## src/sv/owm_pkg.sv

```systemverilog
`default_nettype none

package owm_pkg;

    // command codes on the cmd field
    localparam logic [2:0] CMD_TICK  = 3'd0;
    localparam logic [2:0] CMD_RESET = 3'd1;
    localparam logic [2:0] CMD_WRITE = 3'd2;
    localparam logic [2:0] CMD_READ  = 3'd3;
    localparam logic [2:0] CMD_BUSY  = 3'd4;

    // configuration register indexes
    localparam logic [2:0] REG_RESET_LOW    = 3'd0;
    localparam logic [2:0] REG_PRESENCE     = 3'd1;
    localparam logic [2:0] REG_RESET_TAIL   = 3'd2;
    localparam logic [2:0] REG_WRITE_ZERO   = 3'd3;
    localparam logic [2:0] REG_WRITE_ONE    = 3'd4;
    localparam logic [2:0] REG_RECOVERY     = 3'd5;
    localparam logic [2:0] REG_READ_LOW     = 3'd6;
    localparam logic [2:0] REG_READ_SAMPLE  = 3'd7;

    // ticks a read slot stays released after its sample point
    localparam logic [10:0] READ_HOLD_TICKS = 11'd50;

    typedef struct packed {
        logic [9:0] reset_low;
        logic [7:0] presence_wait;
        logic [9:0] reset_tail;
        logic [7:0] write_zero_low;
        logic [7:0] write_one_low;
        logic [7:0] recovery;
        logic [7:0] read_low;
        logic [7:0] read_sample;
    } cfg_t;

    typedef struct packed {
        logic       drive_low;
        logic       done_res;
        logic [7:0] read_value;
        logic       active;
        logic       rejected;
    } res_t;

endpackage

`default_nettype wire

```

## src/sv/owm_cfg.sv

```systemverilog
`default_nettype none

module owm_cfg (
    input  wire              clk,
    input  wire              rst_n,
    input  wire              wr_en,
    input  wire        [2:0] wr_index,
    input  wire        [9:0] wr_data,
    output owm_pkg::cfg_t    cfg
);

    owm_pkg::cfg_t cfg_reg;

    always_ff @(posedge clk or negedge rst_n)
    begin
        if (!rst_n)
        begin
            cfg_reg.reset_low      <= 10'd480;
            cfg_reg.presence_wait  <= 8'd80;
            cfg_reg.reset_tail     <= 10'd400;
            cfg_reg.write_zero_low <= 8'd60;
            cfg_reg.write_one_low  <= 8'd10;
            cfg_reg.recovery       <= 8'd2;
            cfg_reg.read_low       <= 8'd2;
            cfg_reg.read_sample    <= 8'd10;
        end
        else if (wr_en)
        begin
            case (wr_index)
                owm_pkg::REG_RESET_LOW:   cfg_reg.reset_low      <= wr_data;
                owm_pkg::REG_PRESENCE:    cfg_reg.presence_wait  <= wr_data[7:0];
                owm_pkg::REG_RESET_TAIL:  cfg_reg.reset_tail     <= wr_data;
                owm_pkg::REG_WRITE_ZERO:  cfg_reg.write_zero_low <= wr_data[7:0];
                owm_pkg::REG_WRITE_ONE:   cfg_reg.write_one_low  <= wr_data[7:0];
                owm_pkg::REG_RECOVERY:    cfg_reg.recovery       <= wr_data[7:0];
                owm_pkg::REG_READ_LOW:    cfg_reg.read_low       <= wr_data[7:0];
                owm_pkg::REG_READ_SAMPLE: cfg_reg.read_sample    <= wr_data[7:0];
                default:                  cfg_reg <= cfg_reg;
            endcase
        end
    end

    assign cfg = cfg_reg;

endmodule

`default_nettype wire

```

## src/sv/owm_core.sv

```systemverilog
`default_nettype none

module owm_core (
    input  wire              clk,
    input  wire              rst_n,
    input  wire              step,
    input  wire        [2:0] cmd,
    input  wire        [7:0] data_byte,
    input  wire              line_level,
    input  owm_pkg::cfg_t    cfg,
    output owm_pkg::res_t    res
);

    localparam logic [1:0] PH_IDLE     = 2'd0;
    localparam logic [1:0] PH_RST_MAIN = 2'd1;
    localparam logic [1:0] PH_RST_TAIL = 2'd2;
    localparam logic [1:0] PH_SLOT     = 2'd3;

    logic [1:0]  phase_reg, phase_next;
    logic [2:0]  op_reg, op_next;
    logic [10:0] tick_reg, tick_next;
    logic [7:0]  shift_reg, shift_next;
    logic [3:0]  bit_reg, bit_next;
    logic        samp_reg, samp_next;

    logic        is_cmd;
    logic [10:0] rst_sp;
    logic [11:0] pos_inc;
    logic [7:0]  slot_low;
    logic [10:0] slot_len;
    logic [8:0]  read_sp;
    logic        slot_end;
    logic [3:0]  bit_inc;

    always_comb
    begin
        is_cmd     = (cmd == owm_pkg::CMD_RESET) || (cmd == owm_pkg::CMD_WRITE) ||
                     (cmd == owm_pkg::CMD_READ) || (cmd == owm_pkg::CMD_BUSY);
        phase_next = phase_reg;
        op_next    = op_reg;
        tick_next  = tick_reg;
        shift_next = shift_reg;
        bit_next   = bit_reg;
        samp_next  = samp_reg;
        res        = '0;
        rst_sp     = {1'b0, cfg.reset_low} + {3'b000, cfg.presence_wait};
        read_sp    = {1'b0, cfg.read_low} + {1'b0, cfg.read_sample};
        slot_low   = '0;
        slot_len   = '0;
        slot_end   = 1'b0;
        bit_inc    = '0;

        // command start: the accepting tick is already its first tick
        if (phase_reg == PH_IDLE)
        begin
            if (is_cmd)
            begin
                op_next    = cmd;
                tick_next  = '0;
                bit_next   = '0;
                samp_next  = 1'b0;
                shift_next = (cmd == owm_pkg::CMD_WRITE) ? data_byte : 8'd0;
                phase_next = (cmd == owm_pkg::CMD_RESET) ? PH_RST_MAIN : PH_SLOT;
            end
        end
        else if (is_cmd)
        begin
            res.rejected = 1'b1;
        end

        pos_inc = {1'b0, tick_next} + 12'd1;

        case (phase_next)
            PH_RST_MAIN:
            begin
                res.active    = 1'b1;
                res.drive_low = (tick_next < {1'b0, cfg.reset_low});
                if (tick_next >= rst_sp)
                begin
                    samp_next = ~line_level;
                    if (cfg.reset_tail == 10'd0)
                    begin
                        res.done_res   = 1'b1;
                        res.read_value = {7'd0, samp_next};
                        phase_next     = PH_IDLE;
                        op_next        = owm_pkg::CMD_TICK;
                        tick_next      = '0;
                        bit_next       = '0;
                    end
                    else
                    begin
                        phase_next = PH_RST_TAIL;
                        tick_next  = '0;
                    end
                end
                else
                begin
                    tick_next = pos_inc[10:0];
                end
            end
            PH_RST_TAIL:
            begin
                res.active = 1'b1;
                if (pos_inc >= {2'b00, cfg.reset_tail})
                begin
                    res.done_res   = 1'b1;
                    res.read_value = {7'd0, samp_next};
                    phase_next     = PH_IDLE;
                    op_next        = owm_pkg::CMD_TICK;
                    tick_next      = '0;
                    bit_next       = '0;
                end
                else
                begin
                    tick_next = pos_inc[10:0];
                end
            end
            PH_SLOT:
            begin
                res.active = 1'b1;
                if (op_next == owm_pkg::CMD_WRITE)
                begin
                    slot_low = cfg.write_zero_low;
                    if (shift_next[0] && (cfg.write_one_low < cfg.write_zero_low))
                    begin
                        slot_low = cfg.write_one_low;
                    end
                    slot_len = {3'b000, cfg.write_zero_low} + {3'b000, cfg.recovery};
                    if (slot_len == 11'd0)
                    begin
                        slot_len = 11'd1;
                    end
                end
                else
                begin
                    slot_low = cfg.read_low;
                    slot_len = {2'b00, read_sp} + owm_pkg::READ_HOLD_TICKS
                               + {3'b000, cfg.recovery} + 11'd1;
                    if (tick_next == {2'b00, read_sp})
                    begin
                        if (op_next == owm_pkg::CMD_BUSY)
                        begin
                            samp_next = ~line_level;
                        end
                        else if (line_level)
                        begin
                            shift_next[bit_next[2:0]] = 1'b1;
                        end
                    end
                end
                res.drive_low = (tick_next < {3'b000, slot_low});
                slot_end      = (pos_inc >= {1'b0, slot_len});
                if (slot_end)
                begin
                    if (op_next == owm_pkg::CMD_WRITE)
                    begin
                        shift_next = {1'b0, shift_next[7:1]};
                    end
                    bit_inc  = bit_next + 4'd1;
                    bit_next = bit_inc;
                    if ((op_next == owm_pkg::CMD_BUSY) || (bit_inc >= 4'd8))
                    begin
                        res.done_res = 1'b1;
                        if (op_next == owm_pkg::CMD_BUSY)
                        begin
                            res.read_value = {7'd0, samp_next};
                        end
                        else if (op_next == owm_pkg::CMD_READ)
                        begin
                            res.read_value = shift_next;
                        end
                        phase_next = PH_IDLE;
                        op_next    = owm_pkg::CMD_TICK;
                        tick_next  = '0;
                        bit_next   = '0;
                    end
                    else
                    begin
                        tick_next = '0;
                    end
                end
                else
                begin
                    tick_next = pos_inc[10:0];
                end
            end
            default:
            begin
                res.active = 1'b0;
            end
        endcase
    end

    always_ff @(posedge clk or negedge rst_n)
    begin
        if (!rst_n)
        begin
            phase_reg <= PH_IDLE;
            op_reg    <= owm_pkg::CMD_TICK;
            tick_reg  <= '0;
            shift_reg <= '0;
            bit_reg   <= '0;
            samp_reg  <= 1'b0;
        end
        else if (step)
        begin
            phase_reg <= phase_next;
            op_reg    <= op_next;
            tick_reg  <= tick_next;
            shift_reg <= shift_next;
            bit_reg   <= bit_next;
            samp_reg  <= samp_next;
        end
    end

endmodule

`default_nettype wire

```

## src/sv/one_wire_bus_master.sv

```systemverilog
// One-wire bus master driven by one request per 1 us tick. Each accepted
// request is one tick: cmd 0 just advances time, cmd 1..4 starts a reset /
// presence check, byte write, byte read or busy poll when idle (the accepting
// tick is the first tick of that operation), and is rejected and flagged when
// an operation is already running. Every request yields exactly one response
// carrying drive_low for that tick, active, rejected, and on the final tick
// done_res with read_value (read byte, presence bit or busy bit; 0 for a
// write). Codes 5..7 count as plain ticks. Throughput is one request per clock
// while out_ready drains the response: the tick counter compare, slot timing
// and shift are all combinational between the state registers and the
// response register, which is refilled in the same cycle it is drained. The
// response is valid the cycle after acceptance. Timing registers (index 0..7:
// reset low, presence wait, reset tail, write-zero low, write-one low,
// recovery, read low, read sample) are written through the cfg channel, which
// is always ready; write them only while the bus master is idle.
`default_nettype none

module one_wire_bus_master (
    input  wire        clk,
    input  wire        rst_n,
    // request channel
    input  wire        in_valid,
    output logic       in_ready,
    input  wire  [2:0] cmd,
    input  wire  [7:0] data_byte,
    input  wire        line_level,
    // response channel
    output logic       out_valid,
    input  wire        out_ready,
    output logic       drive_low,
    output logic       done_res,
    output logic [7:0] read_value,
    output logic       active,
    output logic       rejected,
    // configuration channel
    input  wire        cfg_valid,
    output logic       cfg_ready,
    input  wire  [2:0] cfg_index,
    input  wire  [9:0] cfg_data
);

    owm_pkg::cfg_t cfg;
    owm_pkg::res_t res;
    owm_pkg::res_t res_reg;
    logic          out_valid_reg;
    logic          step;

    // take a request whenever the response slot is empty or being drained
    assign in_ready  = !out_valid_reg || out_ready;
    assign step      = in_valid && in_ready;
    assign cfg_ready = 1'b1;

    owm_cfg u_cfg (
        .clk      (clk),
        .rst_n    (rst_n),
        .wr_en    (cfg_valid),
        .wr_index (cfg_index),
        .wr_data  (cfg_data),
        .cfg      (cfg)
    );

    owm_core u_core (
        .clk        (clk),
        .rst_n      (rst_n),
        .step       (step),
        .cmd        (cmd),
        .data_byte  (data_byte),
        .line_level (line_level),
        .cfg        (cfg),
        .res        (res)
    );

    // response register
    always_ff @(posedge clk or negedge rst_n)
    begin
        if (!rst_n)
        begin
            out_valid_reg <= 1'b0;
        end
        else if (in_ready)
        begin
            out_valid_reg <= in_valid;
        end
    end

    always_ff @(posedge clk)
    begin
        if (step)
        begin
            res_reg <= res;
        end
    end

    assign out_valid  = out_valid_reg;
    assign drive_low  = res_reg.drive_low;
    assign done_res   = res_reg.done_res;
    assign read_value = res_reg.read_value;
    assign active     = res_reg.active;
    assign rejected   = res_reg.rejected;

endmodule

`default_nettype wire
```

## config.mk

```make
export PLATFORM = sky130hd
export DESIGN_NAME = one_wire_bus_master
export DESIGN_NICKNAME = d
export VERILOG_FILES = /design/src/sv/owm_pkg.sv /design/src/sv/owm_cfg.sv /design/src/sv/owm_core.sv /design/src/sv/one_wire_bus_master.sv
export SDC_FILE = /design/constraint.sdc
export NUM_CORES = 1
export LEC_CHECK = 0
export BUFFER_PORTS_ARGS = -buffer_cell sky130_fd_sc_hd__buf_2
export CORE_AREA = 2 2 128 130
export DETAILED_ROUTE_END_ITERATION = 6
export DIE_AREA = 0 0 130 132
export PLACE_DENSITY = 0.72
export SETUP_SLACK_MARGIN = 0.5
export SLEW_MARGIN = 10
export SYNTH_ARGS = -nofsm -noshare
export SYNTH_HDL_FRONTEND = slang
export SYNTH_SLANG_ARGS = --single-unit
```

## constraint.sdc

```tcl
create_clock -name clk -period 12.7 [get_ports clk]
set_input_delay 1.27 -clock clk [delete_from_list [all_inputs] [get_ports clk]]
set_output_delay 1.27 -clock clk [all_outputs]
set_load 0.1 [all_outputs]
```

# --- Yosys cells after proc, flatten, opt, wreduce, memory -nomap -nowiden ---
# Index checks and enable logic that the tools add are counted.
totals:
  register_bits: 110
  inputBits: 30
  output_inout_bits: 15
  word_cells: 146
classes:
  addsub: 8
  order_cmp: 9
  n_eq_ne: 18
  mux: 67
  bitwise_logic: 2
  reduce_logical: 22
op_table:
  columns: ["op", "count"]
  rows:
  - ["8-bit two-way mux", 15]
  - ["11-bit two-way mux", 8]
  - ["9-bit two-way mux", 5]
  - ["11-bit case mux with 3 select lines", 1]
  - ["4-bit two-way mux", 7]
  - ["9-bit case mux with 3 select lines", 1]
  - ["3-bit two-way mux", 7]
  - ["8-bit by 8-bit adder with 9-bit output", 2]
  - ["3-bit by 2-bit == test with 1-bit output, second input constant", 6]
  - ["3-bit == test, second input constant", 6]
  - ["2-bit two-way mux", 8]
  - ["2-bit AND reduction", 8]
  - ["11-bit by 1-bit adder with 12-bit output, second input constant", 1]
  - ["12-bit by 10-bit >= comparator with 1-bit output", 1]
  - ["12-bit by 11-bit >= comparator with 1-bit output", 1]
  - ["4-bit case mux with 3 select lines", 1]
  - ["10-bit by 8-bit adder with 11-bit output", 1]
  - ["11-bit by 1-bit adder with 11-bit output, second input constant", 1]
  - ["11-bit by 8-bit adder with 11-bit output", 1]
  - ["11-bit by 9-bit == test with 1-bit output", 1]
  - ["11-bit >= comparator", 1]
  - ["11-bit logical NOT", 1]
  - ["11-bit by 10-bit less-than comparator with 1-bit output", 1]
  - ["11-bit by 8-bit less-than comparator with 1-bit output", 1]
  - ["other kinds (23)", 40]

# --- Longest topological paths before layout ---
logic_depth:
  ltp_word: 21
  depth_mapped: 26
  depth_no_buf: 26

# --- Hierarchy ---
# From an unflattened synthesis, not the netlist that was laid out.
unflattened:
  hier_cells: 877
  area_unflattened_um2: 8966.1
modules_own_cells:
  columns: ["module", "n_inst", "cells_each", "area_per_inst_um2", "seq_area_each_um2"]
  rows:
  - ["owm_core", 1, 707, 5700.5, 725.7]
  - ["owm_cfg", 1, 152, 2840.2, 1725.4]
  - ["one_wire_bus_master", 1, 18, 425.4, 385.4]

# --- Worst setup path before layout ---
# No wires, ideal clock.
synth_path:
  path_kind: "input to register"
  start: "input cmd[1]"
  end: "register u_core.tick_reg[5]"
  setup_time_ns: 0.110
  arrival_ns: 5.157
  t_required_ns: 12.590
  setup_slack_ns: 7.433
  path_stages: 19
  path_buffers: 5
  cell_sequence: "buf_6 -> or3_4 -> nand3_1 -> buf_2 -> buf_1 -> clkbuf_1 -> and2_1 -> ha_1 -> nand3_1 -> xnor2_1 -> ha_1 -> a2111oi_0 -> a21oi_1 -> nand3_1 -> a31oi_1 -> nor4_1 -> a221oi_4 -> buf_2 -> o41ai_1"
synth_via:
  elab_chain_cells: 12
  elab_cells_between_ends: 28
  cone_classes: "add/sub: 1; order compare: 3; eq/ne: 8; mux: 13; reduce/logical: 3"
synth_lines:
  columns: ["item", "line", "rtl"]
  rows:
  - ["start, declared", "one_wire_bus_master.sv:24", "input wire [2:0] cmd,"]
  - ["parallel branches: the longest is 11 deep, another holds 11-bit by 1-bit adder with 12-bit output", null, null]
  - ["11-bit case mux with 3 select lines (*)", "owm_core.sv:73", "case (phase_next)"]
  - ["end signal, assigned", "owm_core.sv:209", "tick_reg <= tick_next;"]
  - ["end, declared", "owm_core.sv:21", "logic [10:0] tick_reg, tick_next;"]
# Mark *: on every way between the ends. The select of a mux whose other input is x is not followed.
# A chain may end at the register's enable or synchronous reset.

# --- Final worst setup path ---
layout_path:
  start: "register u_cfg.cfg_reg (netlist bit u_cfg.cfg[1])"
  end: "register u_core.bit_reg[0]"
layout_via:
  elab_chain_cells: 9
layout_lines:
  columns: ["item", "line", "rtl"]
  rows:
  - ["start, declared", "owm_cfg.sv:12", "owm_pkg::cfg_t cfg_reg;"]
  - ["start signal, assigned", "owm_cfg.sv:38", "default: cfg_reg <= cfg_reg;"]
  - ["8-bit by 8-bit adder with 9-bit output", "owm_core.sv:47", "read_sp = {1'b0, cfg.read_low} + {1'b0, cfg.read_sample};"]
  - ["9-bit by 6-bit adder with 10-bit output", "owm_core.sv:137", "slot_len = {2'b00, read_sp} + owm_pkg::READ_HOLD_TICKS"]
  - ["11-bit by 8-bit adder with 11-bit output", "owm_core.sv:138", "+ {3'b000, cfg.recovery} + 11'd1;"]
  - ["11-bit by 1-bit adder with 11-bit output", "owm_core.sv:138", null]
  - ["11-bit two-way mux", "owm_core.sv:121", "if (op_next == owm_pkg::CMD_WRITE)"]
  - ["11-bit two-way mux", "owm_core.sv:73", null]
  - ["12-bit by 11-bit >= comparator with 1-bit output", "owm_core.sv:152", "slot_end = (pos_inc >= {1'b0, slot_len});"]
  - ["4-bit two-way mux", "owm_core.sv:153", "if (slot_end)"]
  - ["4-bit case mux with 3 select lines", "owm_core.sv:73", null]
  - ["end signal, assigned", "owm_core.sv:211", "bit_reg <= bit_next;"]
  - ["end, declared", "owm_core.sv:23", "logic [3:0] bit_reg, bit_next;"]
# Every way passes these cells. The select of a mux whose other input is x is not followed.

==> flow_summary.json <==
{
  "slew_violations": 0,
  "fin_crit_sh": 0.457,
  "swShare": 0.455,
  "worst_pin_slew_ns": 1.13,
  "die_w_um": 130,
  "critPathKind": "reg -> reg",
  "antenna_found_initial": 0,
  "initial_utilization": 0.541,
  "netlist_area_um2": 8500,
  "relSlewSlack": 0.244,
  "critPathRequiredTime_ns": 12.94,
  "drive_gt1_frac": 0.159,
  "hold_violations": 0,
  "skew_ns": 0.00892,
  "core_um2": 15700,
  "cts_hold_buf": 0,
  "synth_cell_types": 73,
  "drt-initial-drc-count": 478,
  "final_cells": 1174,
  "die_y_um": 132,
  "cp-start-kind": "flop",
  "async_flop_share": 0.891,
  "hold_class": "reg -> reg",
  "ir_worst_vdd_v": 0.000111,
  "largest_reg_flops": 68,
  "post_cts_buffers": 0,
  "maxCapViolCount": 0,
  "gp_congestion": 0.935,
  "cts_sinks": 110,
  "period_needed_ns": 5.80,
  "vias_per_cell": 5.99,
  "syn_area_per_cell_um2": 9.19,
  "synth_cells": 925,
  "cp_max_fo": 13,
  "synth_edf_count": 12,
  "synth_nets": 1049,
  "clkPwrFrac": 0.146,
  "hpwl_mm": 16.1,
  "finalSetupTns_ns": 0,
  "end_kind": "flop",
  "fin_util": 0.585,
  "clock_path_buffers": 2,
  "num_rows": 46,
  "seqPwrFrac": 0.250,
  "wl_per_cell_um": 18.4,
  "area_growth_pct": 8.20,
  "dr.pass1.iters": 6,
  "worst_slack_ns": 6.90,
  "dp_cells": 1158,
  "portBuffers": 43,
  "overflow": 0,
  "grt_pass1_wl_mm": 35.1,
  "internal_power_mw": 1.13,
  "cts-root-buf": "clkbuf_16",
  "grt_max_degree": 63,
  "leakagePower_nw": 4.14,
  "htreeDepth": 3,
  "setup_viol": 0,
  "ys.flop_type": "dfrtp_1",
  "power.density_nw_per_um2": 225,
  "clock_latency_ns": 0.36,
  "clk_pin_slew_ns": 0.08,
  "status": "complete, no violations",
  "cts_buffers": 9,
  "antenna_left": 0,
  "cts_resized": 0,
  "dr_total_vias": 7030,
  "grt_pass1_vias": 6759,
  "antennaDiodeCount": 0,
  "yosys_warnings": 0,
  "p_switching_mw": 0.941,
  "dp_worst_setup_slack_ns": 6.94,
  "synth-seq-area-share": 0.334,
  "rsz0062_at_grt": "no",
  "synth-seq-cells": 110,
  "cts_tree": "yes",
  "drc_errors": 0,
  "grt.total_usage": 0.261,
  "fmax_mhz": 172,
  "comb_power_share": 0.604,
  "ios": 45,
  "wirelength_mm": 21.7,
  "fin_total_pwr_mw": 2.07,
  "fillers": 1412,
  "dieArea_um2": 17200,
  "nets": 1077,
  "cp.arrival_ns": 6.05
}
power by group through the flow:
stage	logic [mW]	clock network, mW	registers [mW]
floorplan	0.958	0	0.518
detailed placement	1.23	0	0.523
global route	1.41	0.317	0.530
global placement	1.20	0	0.520
finish	1.25	0.301	0.518
CTS	1.24	0.305	0.517
through the flow:
stage | instance area [um^2] | hold slack, ns
finish | 9200 | 0.486
floorplan | 8500 | 0.449
global route | 9200 | 0.501
detailed placement | 8890 | 0.472
CTS | 9200 | 0.489
global placement | 8890 | 0.465
critical path: stages (launching register included):
cell       delay (ns)
dfstp_2          0.55
inv_1            0.06
fa_1             0.49
nand2b_1         0.19
a21oi_1          0.31
xor2_1           0.22
a211o_1          0.36
nor2b_1          0.15
xnor2_1          0.16
ha_1             0.21
or3_1            0.34
o21ai_0          0.11
a21oi_1          0.09
xnor2_1          0.19
xnor2_1          0.14
mux2i_1          0.10
ha_1             0.30
o2111ai_1        0.11
o211a_1          0.40
a221oi_4         0.65
nand3_1          0.24
o221a_1          0.32
cell type report:
class                      instances  area, um^2  share of cell area
multi-input combinational        727        5320               0.578
tap                              216         270              0.0294
inverter                          58         218              0.0237
clock buffer                      13         283              0.0307
timing repair buffer              47         248              0.0269
clock inverter                     3        22.5             0.00245
sequential                       110        2840               0.308
final timing paths:
kind	start	to	slack (ns)	cells after the start
max	u_cfg.cfg[1]	u_core.bit_reg[0]	6.90	21
min	u_core.shift_reg[7]	u_core.shift_reg[7]	0.49	2
max reg2reg	u_cfg.cfg[1]	u_core.bit_reg[0]	6.90	21
min reg2reg	u_core.shift_reg[7]	u_core.shift_reg[7]	0.49	2
max in group asynchronous	rst_n	u_cfg.cfg[6]	10.62	2
min in group asynchronous	rst_n	u_core.shift_reg[6]	0.86	1
cells in the final DEF (no fill, tap or decap), types with 10 or more instances in the layout:
cell	instances
mux2i_1	11
ha_1	90
a31oi_1	10
dfrtp_1	79
nand3_1	28
mux2_2	54
nor2_1	69
edfxtp_1	12
nor2b_1	13
o21ai_0	62
nand2b_1	13
clkbuf_16	11
a21o_1	14
buf_2	42
dfstp_2	19
a21oi_1	55
xnor2_1	24
xor2_1	17
inv_1	58
nand2_1	79
nor3_1	24
metal layers:
layer | wire [um] | share of wire | track usage | vias to the layer above
met5 | 0 | 0 | 0 | -
met4 | 548 | 0.025 | 0.0854 | 0
met3 | 1150 | 0.053 | 0.0337 | 40
met2 | 10100 | 0.47 | 0.422 | 230
met1 | 9820 | 0.45 | 0.363 | 3323
li1 | - | - | - | 3437
cells by family (layout without fill, tap and decap cells):
logic type / count (synthesis) / after routing / synth area share
AO/OA/AOI/OAI: 229 / 229 / 0.175
XOR/XNOR: 43 / 43 / 0.0475
adder cells (fa/ha/maj): 94 / 94 / 0.142
buffers and inverters: 88 / 121 / 0.0417
flip-flops: 110 / 110 / 0.334
multiplexers: 65 / 65 / 0.0845
other: 1 / 1 / 0.000441
AND/OR/NAND/NOR: 295 / 295 / 0.175
synth_stat cells (all sizes together) (5+ instances only):
master / n / area [um^2]
a22o: 7 / 61.3
a21o: 14 / 105
mux2: 54 / 608
o22ai: 6 / 37.5
or3: 7 / 53.8
nor4: 10 / 68.8
o21ai: 62 / 310
o31ai: 7 / 52.6
buf: 8 / 53.8
o21a: 9 / 67.6
and3: 7 / 43.8
inv: 58 / 218
a2111oi: 5 / 43.8
nand2: 79 / 297
nand3: 28 / 140
nor3: 26 / 135
edfxtp: 12 / 360
dfstp: 19 / 499
xnor2: 24 / 210
a211oi: 9 / 67.6
xor2: 17 / 149
nand4: 7 / 43.8
clkbuf: 22 / 82.6
nor3b: 9 / 67.6
nor2b: 13 / 81.3
nor2: 71 / 282
mux2i: 11 / 110
a31oi: 10 / 62.6
ha: 90 / 1130
dfrtp: 79 / 1980
nand2b: 13 / 81.3
a21oi: 55 / 275
o21bai: 6 / 45.0
and2: 7 / 43.8
Note: power is estimated with default switching activity, not from simulation.
